## src/rtl/dps_pkg.sv

```systemverilog
`timescale 1ns / 1ps

package dps_pkg;

   localparam int ENTRIES = 16;
   localparam int IDX_W   = (ENTRIES > 1) ? $clog2(ENTRIES) : 1;
   localparam int CNT_W   = $clog2(ENTRIES + 1);
   localparam int QDEPTH  = 2;
   localparam int QPTR_W  = $clog2(QDEPTH);
   localparam int QCNT_W  = $clog2(QDEPTH + 1);

   localparam logic signed [7:0] PRI_MIN = 8'sh80;
   localparam logic [15:0]       RUN_MAX = 16'hFFFF;

   typedef enum logic {
      OP_ADD  = 1'b0,
      OP_TICK = 1'b1
   } op_type;

   typedef enum logic [1:0] {
      ST_IDLE,
      ST_SCAN,
      ST_FINISH
   } state_type;

   typedef struct packed {
      op_type             op;
      logic [7:0]         id;
      logic signed [7:0]  pri;
      logic [15:0]        need;
   } cmd_type;

   typedef struct packed {
      logic [7:0]         id;
      logic signed [7:0]  pri;
      logic [15:0]        need;
      logic [15:0]        run;
      logic [31:0]        stamp;
   } entry_type;

   typedef struct packed {
      logic        add_accepted;
      logic        ran_valid;
      logic [7:0]  ran_id;
      logic signed [7:0] ran_priority;
      logic [15:0] ran_time;
      logic        finished;
      logic        queue_empty;
   } rsp_type;

endpackage

```

## src/rtl/dps_front.sv

```systemverilog
`timescale 1ns / 1ps

module dps_front (
   input  logic                clock,
   input  logic                reset,
   input  logic                req_valid,
   output logic                req_ready,
   input  logic                req_operation,
   input  logic [7:0]          req_process_id,
   input  logic signed [7:0]   req_priority_req,
   input  logic [15:0]         req_need_time,
   output logic                cmd_valid,
   input  logic                cmd_ready,
   output dps_pkg::cmd_type    cmd
);
   import dps_pkg::*;

   cmd_type             slots_ff [QDEPTH];
   logic [QPTR_W-1:0]   wr_ptr_ff, wr_ptr_in;
   logic [QPTR_W-1:0]   rd_ptr_ff, rd_ptr_in;
   logic [QCNT_W-1:0]   fill_ff, fill_in;
   cmd_type             new_cmd;
   logic                push, pop;

   // classify the incoming word
   always_comb begin
      new_cmd.op   = req_operation ? OP_TICK : OP_ADD;
      new_cmd.id   = req_process_id;
      new_cmd.pri  = req_priority_req;
      new_cmd.need = req_need_time;
   end

   assign req_ready = (fill_ff != QCNT_W'(QDEPTH));
   assign cmd_valid = (fill_ff != '0);
   assign cmd       = slots_ff[rd_ptr_ff];
   assign push      = req_valid && req_ready;
   assign pop       = cmd_valid && cmd_ready;

   always_comb begin
      wr_ptr_in = push ? QPTR_W'(wr_ptr_ff + 1'b1) : wr_ptr_ff;
      rd_ptr_in = pop  ? QPTR_W'(rd_ptr_ff + 1'b1) : rd_ptr_ff;
      fill_in   = fill_ff;
      if (push && !pop) begin
         fill_in = QCNT_W'(fill_ff + 1'b1);
      end else if (pop && !push) begin
         fill_in = QCNT_W'(fill_ff - 1'b1);
      end
   end

   always_ff @(posedge clock) begin
      if (reset) begin
         wr_ptr_ff <= '0;
         rd_ptr_ff <= '0;
         fill_ff   <= '0;
      end else begin
         wr_ptr_ff <= wr_ptr_in;
         rd_ptr_ff <= rd_ptr_in;
         fill_ff   <= fill_in;
      end
   end

   always_ff @(posedge clock) begin
      if (push) begin
         slots_ff[wr_ptr_ff] <= new_cmd;
      end
   end

endmodule

```

## src/rtl/dps_engine.sv

```systemverilog
`timescale 1ns / 1ps

module dps_engine (
   input  logic              clock,
   input  logic              reset,
   input  logic              cmd_valid,
   output logic              cmd_ready,
   input  dps_pkg::cmd_type  cmd,
   output logic              rsp_valid,
   input  logic              rsp_ready,
   output dps_pkg::rsp_type  rsp
);
   import dps_pkg::*;

   entry_type           entry_mem [ENTRIES];
   entry_type           rd_data_ff;

   state_type           state_ff, state_in;
   cmd_type             cur_ff, cur_in;
   logic [CNT_W-1:0]    scan_cnt_ff, scan_cnt_in;
   logic                pipe_vld_ff, pipe_vld_in;
   logic [IDX_W-1:0]    pipe_idx_ff, pipe_idx_in;
   logic                free_found_ff, free_found_in;
   logic [IDX_W-1:0]    free_idx_ff, free_idx_in;
   logic                best_found_ff, best_found_in;
   logic [IDX_W-1:0]    best_idx_ff, best_idx_in;
   entry_type           best_ff, best_in;
   logic [ENTRIES-1:0]  valid_ff, valid_in;
   logic [CNT_W-1:0]    count_ff, count_in;
   logic [31:0]         counter_ff, counter_in;
   logic                rsp_valid_ff, rsp_valid_in;
   rsp_type             rsp_ff, rsp_in;

   logic                scan_end, out_free, commit, rd_en, live, better;
   logic                wr_en;
   logic [IDX_W-1:0]    wr_addr;
   entry_type           wr_data;
   logic signed [7:0]   new_pri;
   logic [15:0]         new_run;
   logic                done;

   assign scan_end  = (scan_cnt_ff == CNT_W'(ENTRIES));
   assign out_free  = !rsp_valid_ff || rsp_ready;
   assign rsp_valid = rsp_valid_ff;
   assign rsp       = rsp_ff;

   // next state
   always_comb begin
      state_in = state_ff;
      case (state_ff)
         ST_IDLE: begin
            if (cmd_valid) begin
               state_in = ST_SCAN;
            end
         end
         ST_SCAN: begin
            if (scan_end) begin
               state_in = ST_FINISH;
            end
         end
         ST_FINISH: begin
            if (out_free) begin
               state_in = ST_IDLE;
            end
         end
         default: state_in = ST_IDLE;
      endcase
   end

   // state outputs
   always_comb begin
      cmd_ready = 1'b0;
      rd_en     = 1'b0;
      commit    = 1'b0;
      case (state_ff)
         ST_IDLE:   cmd_ready = 1'b1;
         ST_SCAN:   rd_en     = !scan_end;
         ST_FINISH: commit    = out_free;
         default: begin
            cmd_ready = 1'b0;
         end
      endcase
   end

   always_comb begin
      new_pri = (best_ff.pri == PRI_MIN) ? best_ff.pri : 8'(best_ff.pri - 8'sd1);
      new_run = (best_ff.run == RUN_MAX) ? best_ff.run : 16'(best_ff.run + 16'd1);
      done    = (new_run >= best_ff.need);
      live    = valid_ff[pipe_idx_ff];
      better  = !best_found_ff || (rd_data_ff.pri > best_ff.pri) ||
                ((rd_data_ff.pri == best_ff.pri) && (rd_data_ff.stamp > best_ff.stamp));
   end

   // datapath updates
   always_comb begin
      cur_in        = cur_ff;
      scan_cnt_in   = scan_cnt_ff;
      pipe_vld_in   = rd_en;
      pipe_idx_in   = scan_cnt_ff[IDX_W-1:0];
      free_found_in = free_found_ff;
      free_idx_in   = free_idx_ff;
      best_found_in = best_found_ff;
      best_idx_in   = best_idx_ff;
      best_in       = best_ff;
      valid_in      = valid_ff;
      count_in      = count_ff;
      counter_in    = counter_ff;
      rsp_valid_in  = rsp_valid_ff && !rsp_ready;
      rsp_in        = rsp_ff;
      wr_en         = 1'b0;
      wr_addr       = best_idx_ff;
      wr_data       = best_ff;

      if (cmd_ready && cmd_valid) begin
         cur_in        = cmd;
         scan_cnt_in   = '0;
         free_found_in = 1'b0;
         best_found_in = 1'b0;
      end

      if (rd_en) begin
         scan_cnt_in = CNT_W'(scan_cnt_ff + 1'b1);
      end

      if (pipe_vld_ff) begin
         if (!live && !free_found_ff) begin
            free_found_in = 1'b1;
            free_idx_in   = pipe_idx_ff;
         end
         if (live && better) begin
            best_found_in = 1'b1;
            best_idx_in   = pipe_idx_ff;
            best_in       = rd_data_ff;
         end
      end

      if (commit) begin
         rsp_valid_in = 1'b1;
         rsp_in       = '0;
         if (cur_ff.op == OP_ADD) begin
            rsp_in.queue_empty = (count_ff == '0);
            if (free_found_ff) begin
               wr_en         = 1'b1;
               wr_addr       = free_idx_ff;
               wr_data.id    = cur_ff.id;
               wr_data.pri   = cur_ff.pri;
               wr_data.need  = cur_ff.need;
               wr_data.run   = '0;
               wr_data.stamp = counter_ff;
               valid_in[free_idx_ff] = 1'b1;
               count_in      = CNT_W'(count_ff + 1'b1);
               counter_in    = counter_ff + 32'd1;
               rsp_in.add_accepted = 1'b1;
               rsp_in.queue_empty  = 1'b0;
            end
         end else begin
            rsp_in.queue_empty = 1'b1;
            if (best_found_ff) begin
               rsp_in.ran_valid    = 1'b1;
               rsp_in.ran_id       = best_ff.id;
               rsp_in.ran_priority = new_pri;
               rsp_in.ran_time     = new_run;
               rsp_in.finished     = done;
               if (done) begin
                  valid_in[best_idx_ff] = 1'b0;
                  count_in           = CNT_W'(count_ff - 1'b1);
                  rsp_in.queue_empty = (count_ff == CNT_W'(1));
               end else begin
                  wr_en              = 1'b1;
                  wr_data.pri        = new_pri;
                  wr_data.run        = new_run;
                  wr_data.stamp      = counter_ff;
                  counter_in         = counter_ff + 32'd1;
                  rsp_in.queue_empty = 1'b0;
               end
            end
         end
      end
   end

   always_ff @(posedge clock) begin
      if (reset) begin
         state_ff     <= ST_IDLE;
         pipe_vld_ff  <= 1'b0;
         valid_ff     <= '0;
         count_ff     <= '0;
         counter_ff   <= '0;
         rsp_valid_ff <= 1'b0;
      end else begin
         state_ff     <= state_in;
         pipe_vld_ff  <= pipe_vld_in;
         valid_ff     <= valid_in;
         count_ff     <= count_in;
         counter_ff   <= counter_in;
         rsp_valid_ff <= rsp_valid_in;
      end
   end

   always_ff @(posedge clock) begin
      cur_ff        <= cur_in;
      scan_cnt_ff   <= scan_cnt_in;
      pipe_idx_ff   <= pipe_idx_in;
      free_found_ff <= free_found_in;
      free_idx_ff   <= free_idx_in;
      best_found_ff <= best_found_in;
      best_idx_ff   <= best_idx_in;
      best_ff       <= best_in;
      rsp_ff        <= rsp_in;
   end

   always_ff @(posedge clock) begin
      if (wr_en) begin
         entry_mem[wr_addr] <= wr_data;
      end
   end

   always_ff @(posedge clock) begin
      if (rd_en) begin
         rd_data_ff <= entry_mem[scan_cnt_ff[IDX_W-1:0]];
      end
   end

endmodule

```

## src/rtl/dynamic_priority_scheduler_core.sv

```systemverilog
// Dynamic priority scheduler with aging. An add word inserts a process into the lowest free
// slot of a 16-entry ready table (add_accepted = 0 when full); a tick word dispatches the
// highest-priority process, newest first on ties, lowers its priority by one (floor -128),
// bumps its run time and retires it once run time reaches its need. Every word gives one
// result word. A two-word input queue decouples acceptance from execution; the engine
// walks the table one entry per cycle through a registered memory read port and takes
// a new word only once the scan and the result for the current word are done.
`timescale 1ns / 1ps

module dynamic_priority_scheduler_core (
   input  logic               clock,
   input  logic               reset,
   input  logic               req_valid,
   output logic               req_ready,
   input  logic               req_operation,
   input  logic [7:0]         req_process_id,
   input  logic signed [7:0]  req_priority_req,
   input  logic [15:0]        req_need_time,
   output logic               rsp_valid,
   input  logic               rsp_ready,
   output logic               rsp_add_accepted,
   output logic               rsp_ran_valid,
   output logic [7:0]         rsp_ran_id,
   output logic signed [7:0]  rsp_ran_priority,
   output logic [15:0]        rsp_ran_time,
   output logic               rsp_finished,
   output logic               rsp_queue_empty
);
   import dps_pkg::*;

   logic     cmd_valid, cmd_ready;
   cmd_type  cmd;
   rsp_type  rsp;

   dps_front u_front (
      .clock            (clock),
      .reset            (reset),
      .req_valid        (req_valid),
      .req_ready        (req_ready),
      .req_operation    (req_operation),
      .req_process_id   (req_process_id),
      .req_priority_req (req_priority_req),
      .req_need_time    (req_need_time),
      .cmd_valid        (cmd_valid),
      .cmd_ready        (cmd_ready),
      .cmd              (cmd)
   );

   dps_engine u_engine (
      .clock     (clock),
      .reset     (reset),
      .cmd_valid (cmd_valid),
      .cmd_ready (cmd_ready),
      .cmd       (cmd),
      .rsp_valid (rsp_valid),
      .rsp_ready (rsp_ready),
      .rsp       (rsp)
   );

   assign rsp_add_accepted = rsp.add_accepted;
   assign rsp_ran_valid    = rsp.ran_valid;
   assign rsp_ran_id       = rsp.ran_id;
   assign rsp_ran_priority = rsp.ran_priority;
   assign rsp_ran_time     = rsp.ran_time;
   assign rsp_finished     = rsp.finished;
   assign rsp_queue_empty  = rsp.queue_empty;

`ifndef SYNTHESIS
   a_add_not_empty: assert property (@(posedge clock) disable iff (reset)
      (rsp_valid && rsp_add_accepted) |-> !rsp_queue_empty)
      else $error("accepted add reported an empty table");

   a_finish_needs_run: assert property (@(posedge clock) disable iff (reset)
      (rsp_valid && rsp_finished) |-> (rsp_ran_valid && !rsp_add_accepted))
      else $error("retire without a dispatch");

   a_requeue_not_empty: assert property (@(posedge clock) disable iff (reset)
      (rsp_valid && rsp_ran_valid && !rsp_finished) |-> !rsp_queue_empty)
      else $error("reinserted process but table reported empty");
`endif

endmodule
```

## config.mk

```make
export PLATFORM = sky130hd
export DESIGN_NAME = dynamic_priority_scheduler_core
export DESIGN_NICKNAME = d
export VERILOG_FILES = /design/src/rtl/dps_pkg.sv /design/src/rtl/dps_front.sv /design/src/rtl/dps_engine.sv /design/src/rtl/dynamic_priority_scheduler_core.sv
export SDC_FILE = /design/constraint.sdc
export NUM_CORES = 2
export LEC_CHECK = 0
export BUFFER_PORTS_ARGS = -buffer_cell sky130_fd_sc_hd__buf_2
export CAP_MARGIN = 20
export CORE_ASPECT_RATIO = 1.75
export CORE_MARGIN = 2
export CORE_UTILIZATION = 35
export CTS_CLUSTER_SIZE = 20
export DETAILED_ROUTE_END_ITERATION = 8
export PLACE_DENSITY_LB_ADDON = 0.3
export SETUP_SLACK_MARGIN = 0.2
export SLEW_MARGIN = 40
export SYNTH_ARGS = -nofsm -noshare
export SYNTH_HDL_FRONTEND = slang
export SYNTH_HIERARCHICAL = 1
export SYNTH_SLANG_ARGS = --single-unit
```

## constraint.sdc

```tcl
create_clock -name clock -period 17.07 [get_ports clock]
set_input_delay 0.8535 -clock clock [delete_from_list [all_inputs] [get_ports clock]]
set_output_delay 0.8535 -clock clock [all_outputs]
set_load 0.01 [all_outputs]
```

==> results.yml <==
outcome:
  status: "completed"
die:
  dieArea_sq_um: 187000
  core_area_sq_um: 183000
  rows: 208
  fp.dieH_microns: 571
  dieWidth_microns: 328
  ios: 75
  start_util: 0.351
grt:
  grt_max_degree: 68
  antenna_found_initial: 1
  grt_usage: 0.169
  overflow: 0
  grt_busiest_layer: "met2"
  met3_usage: 0.0188
  grt_first_pass_wirelength_microns: 229000
  met1_usage: 0.202
  grt_pass1_vias: 32200
  grt_util_met2: 0.312
timing:
  drv_slew: 0
  grt_setup_unrepaired: "no"
  period_needed_ns: 6.79
  fin_ws_ns: 10.28
  fmax_mhz: 147
  relSlewSlack: 0.430
  worst_clock_skew_ns: 0.0393
  fin_setup_tns_ns: 0
  hold_viol_final: 0
  final-setup-viol-count: 0
  tightest_slew_ns: 0.856
  final_min_period_over_clock_period: 0.398
power_and_ir_drop:
  switchingPower_w: 0.00268
  intPower_w: 0.00766
  seqPwrFrac: 0.468
  swShare: 0.259
  pwr_density_cell_nw_per_um2: 141
  power_frac_clock: 0.326
  power_frac_comb: 0.206
  ir_drop_uv: 119
  p_leak_nw: 22.8
yosys:
  syn-num-nets: 3166
  synth_area_per_cell_sq_um: 21.0
  ys_seq_area_frac: 0.764
  netlist_instances: 3062
  yosys_warnings: 6
  synth-xor-area-share: 0.00327
  synthesis.area_sq_um: 64200
  synth_top_family_by_area: "multiplexers"
  synth-compound-area-share: 0.0238
  muxShareOfSynthArea: 0.153
  ys_async_sr_fraction: 0
  synth_edf_count: 1588
  yosys_register_bits: 1656
  synthFlopType: "edfxtp_1"
  synthAdderAreaFrac: 0.0131
  ys_types: 63
  synth-simple-area-share: 0.0290
clock_tree:
  clock_latency_ns: 0.81
  clock_sinks: 1656
  cts_setup_buffers: 0
  numCtsBuffers: 154
  path_clk_slew_ns: 0.07
  cts_max_path_buffers: 4
  cts_tree: "built"
  h-tree-depth: 4
  holdBufCountCts: 0
  cts_resized: 0
  cts-root-buf: "clkbuf_16"
layout:
  drive_gt1_frac: 0.269
  nNetsFinal: 3365
  area_delta_synth_final_pct: 13.9
  stdcell_area_sq_um: 73100
  post-route-util: 0.400
placement:
  portBuffers: 74
  place_ws_ns: 10.03
  dp_hpwl_microns: 93100
  gp_congestion: 0.810
  placed_area_sq_um: 68200
worst_setup_path:
  crit_required_ns: 17.48
  crit_chain: "and4_1, nand3_1, nor3_1, nor2_1, and3_1, xnor2_1, inv_1, ha_1, a21o_1, a221o_1, a21oi_1, o211ai_1, buf_4, or2_2, o22a_1, a21oi_4, buf_6, buf_4"
  crit_path_end_kind: "flop"
  criticalPathCategory: "flop to flop"
  cp_common_cell: "buf_4"
  critPathMaxFanout: 40
  cp_slowest_cell: "buf_4"
  cp_slowest_stage_delay_ns: 0.62
  critical_path_arrival_ns: 7.20
  worstSetupStartpointType: "flop"
drt:
  dr.pass1.iters: 5
  ant_nets: 0
  routedWlPerCell_microns: 27.4
  vias: 30700
  drc_errors: 0
  wl_microns: 159000
  first_iter_violations: 2541
  vias_per_cell: 5.30
hold_path:
  worstHoldPathType: "input port to flop"
job:
  drv_cap: 0
-- final timing paths --
path | from | end | slack, ns | cells past startpoint
hold / removal | req_need_time[0] | u_front/slots_ff[1][0] | 0.24 | 1
setup reg to reg | u_engine/best_ff[36] | u_engine/entry_mem[15][37] | 10.28 | 18
setup / recovery | u_engine/best_ff[36] | u_engine/entry_mem[15][37] | 10.28 | 18
hold reg to reg | u_engine/rd_data_ff[73] | u_engine/best_ff[73] | 0.40 | 0
-- power groups by stage --
| stage | Sequential, W | Clock, W | Combinational, W |
|---|---|---|---|
| floorplan | 0.00486 | 0 | 0.00155 |
| global placement | 0.00492 | 0 | 0.00215 |
| detailed placement | 0.00492 | 0 | 0.00218 |
| CTS | 0.00484 | 0.00345 | 0.00219 |
| global route | 0.00484 | 0.00358 | 0.00228 |
| finish | 0.00483 | 0.00337 | 0.00213 |
-- cells in the mapped netlist (all sizes together) (28+ instances only) --
cell type	instances	area [sq um]
mux4	405	9120
a21oi	85	425
ha	67	838
mux2	63	709
nand2	112	423
o21ai	62	310
edfxtp	1588	47700
buf	48	219
dfxtp	68	1360
clkbuf	88	330
or4	28	210
inv	87	327
nor2	75	282
nand3	35	175
-- worst max-delay path: cells and delay by family (launching register included) --
family | cells | cell delay, ns
DFF | 1 | 0.50
AOI/OAI and AO/OA | 6 | 1.70
xor gates and xnor gates | 1 | 0.24
adders and majority gates | 1 | 0.30
and+or+nand+nor | 6 | 2.07
buffers and inverters | 4 | 1.46
-- per-layer routing --
metal	wire, microns	share of wire	vias up
li1	-	-	13100
met1	61000	0.38	16500
met2	85600	0.54	844
met3	6690	0.042	269
met4	5670	0.036	0
met5	0	0	-
-- final cells by class --
type                       instances  area (sq um)
inverter                          87           332
multi-input combinational       1183         14500
fill                           16100        110000
clock inverter                    75           697
clock buffer                     194          4120
antenna                            2          5.00
sequential                      1656         49000
tap                             2415          3020
timing repair buffer             179          1390
-- per-stage QoR --
step                      cells  hold slack, ns  total power, W
after floorplan            3062           0.369         0.00640
after global placement     5509           0.402         0.00708
after CTS                  5783           0.192          0.0105
after global routing       5790           0.219          0.0107
after detailed placement   5514           0.405         0.00710
final                      5791           0.238          0.0103
-- sequential cells by signal (all words and copies together), names as in the netlist, named ones only --
name / flops
u_engine/best_found_ff: 1
u_engine/scan_cnt_ff: 5
u_engine/counter_ff: 32
u_engine/rsp_valid: 1
u_engine/valid_ff: 16
u_front/fill_ff: 2
u_front/rd_ptr_ff: 1
u_engine/free_idx_ff: 4
u_engine/count_ff: 5
u_engine/rd_data_ff: 80
u_engine/entry_mem: 1280
u_engine/pipe_vld_ff: 1
u_engine/rsp: 36
u_engine/free_found_ff: 1
u_engine/best_ff: 80
u_engine/pipe_idx_ff: 4
u_engine/cur_ff: 33
u_front/slots_ff: 66
u_engine/state_ff: 2
u_engine/best_idx_ff: 4
u_front/wr_ptr_ff: 1
-- cell families (layout without fill, tap and decap cells) --
| family | Yosys count | count (layout) |
|---|---|---|
| DFF | 1656 | 1656 |
| AOI/OAI and AO/OA | 251 | 251 |
| other | 0 | 2 |
| buffers and inverters | 223 | 535 |
| adders and majority gates | 67 | 67 |
| and+or+nand+nor | 371 | 371 |
| xor gates and xnor gates | 24 | 24 |
| muxes | 470 | 470 |
-- cells in the final DEF (no fill, tap or decap), types with 7 or more instances in the layout --
cell and instances:
buf_6 20, clkinvlp_4 7, a21o_1 9, nand2_1 111, nor2b_1 12, nor3_1 15, clkinv_2 24, mux2_2 63
nand3_1 35, a21oi_1 78, xor2_1 13, buf_4 71, or3_1 10, clkinv_1 23, clkbuf_16 158, a211oi_1 15
bufinv_16 11, inv_1 83, o21ai_0 48, nor2_4 8, and3_1 19, nand2b_1 10, nand4_1 20, nor2_1 66
o21ai_2 10, clkbuf_1 33, or4_1 28, mux4_2 405, xnor2_1 11, a31oi_1 15, buf_2 74, dfxtp_1 67
o31ai_1 27, edfxtp_1 1588, ha_1 67
No activity file was read; power rests on OpenSTA's default activity.
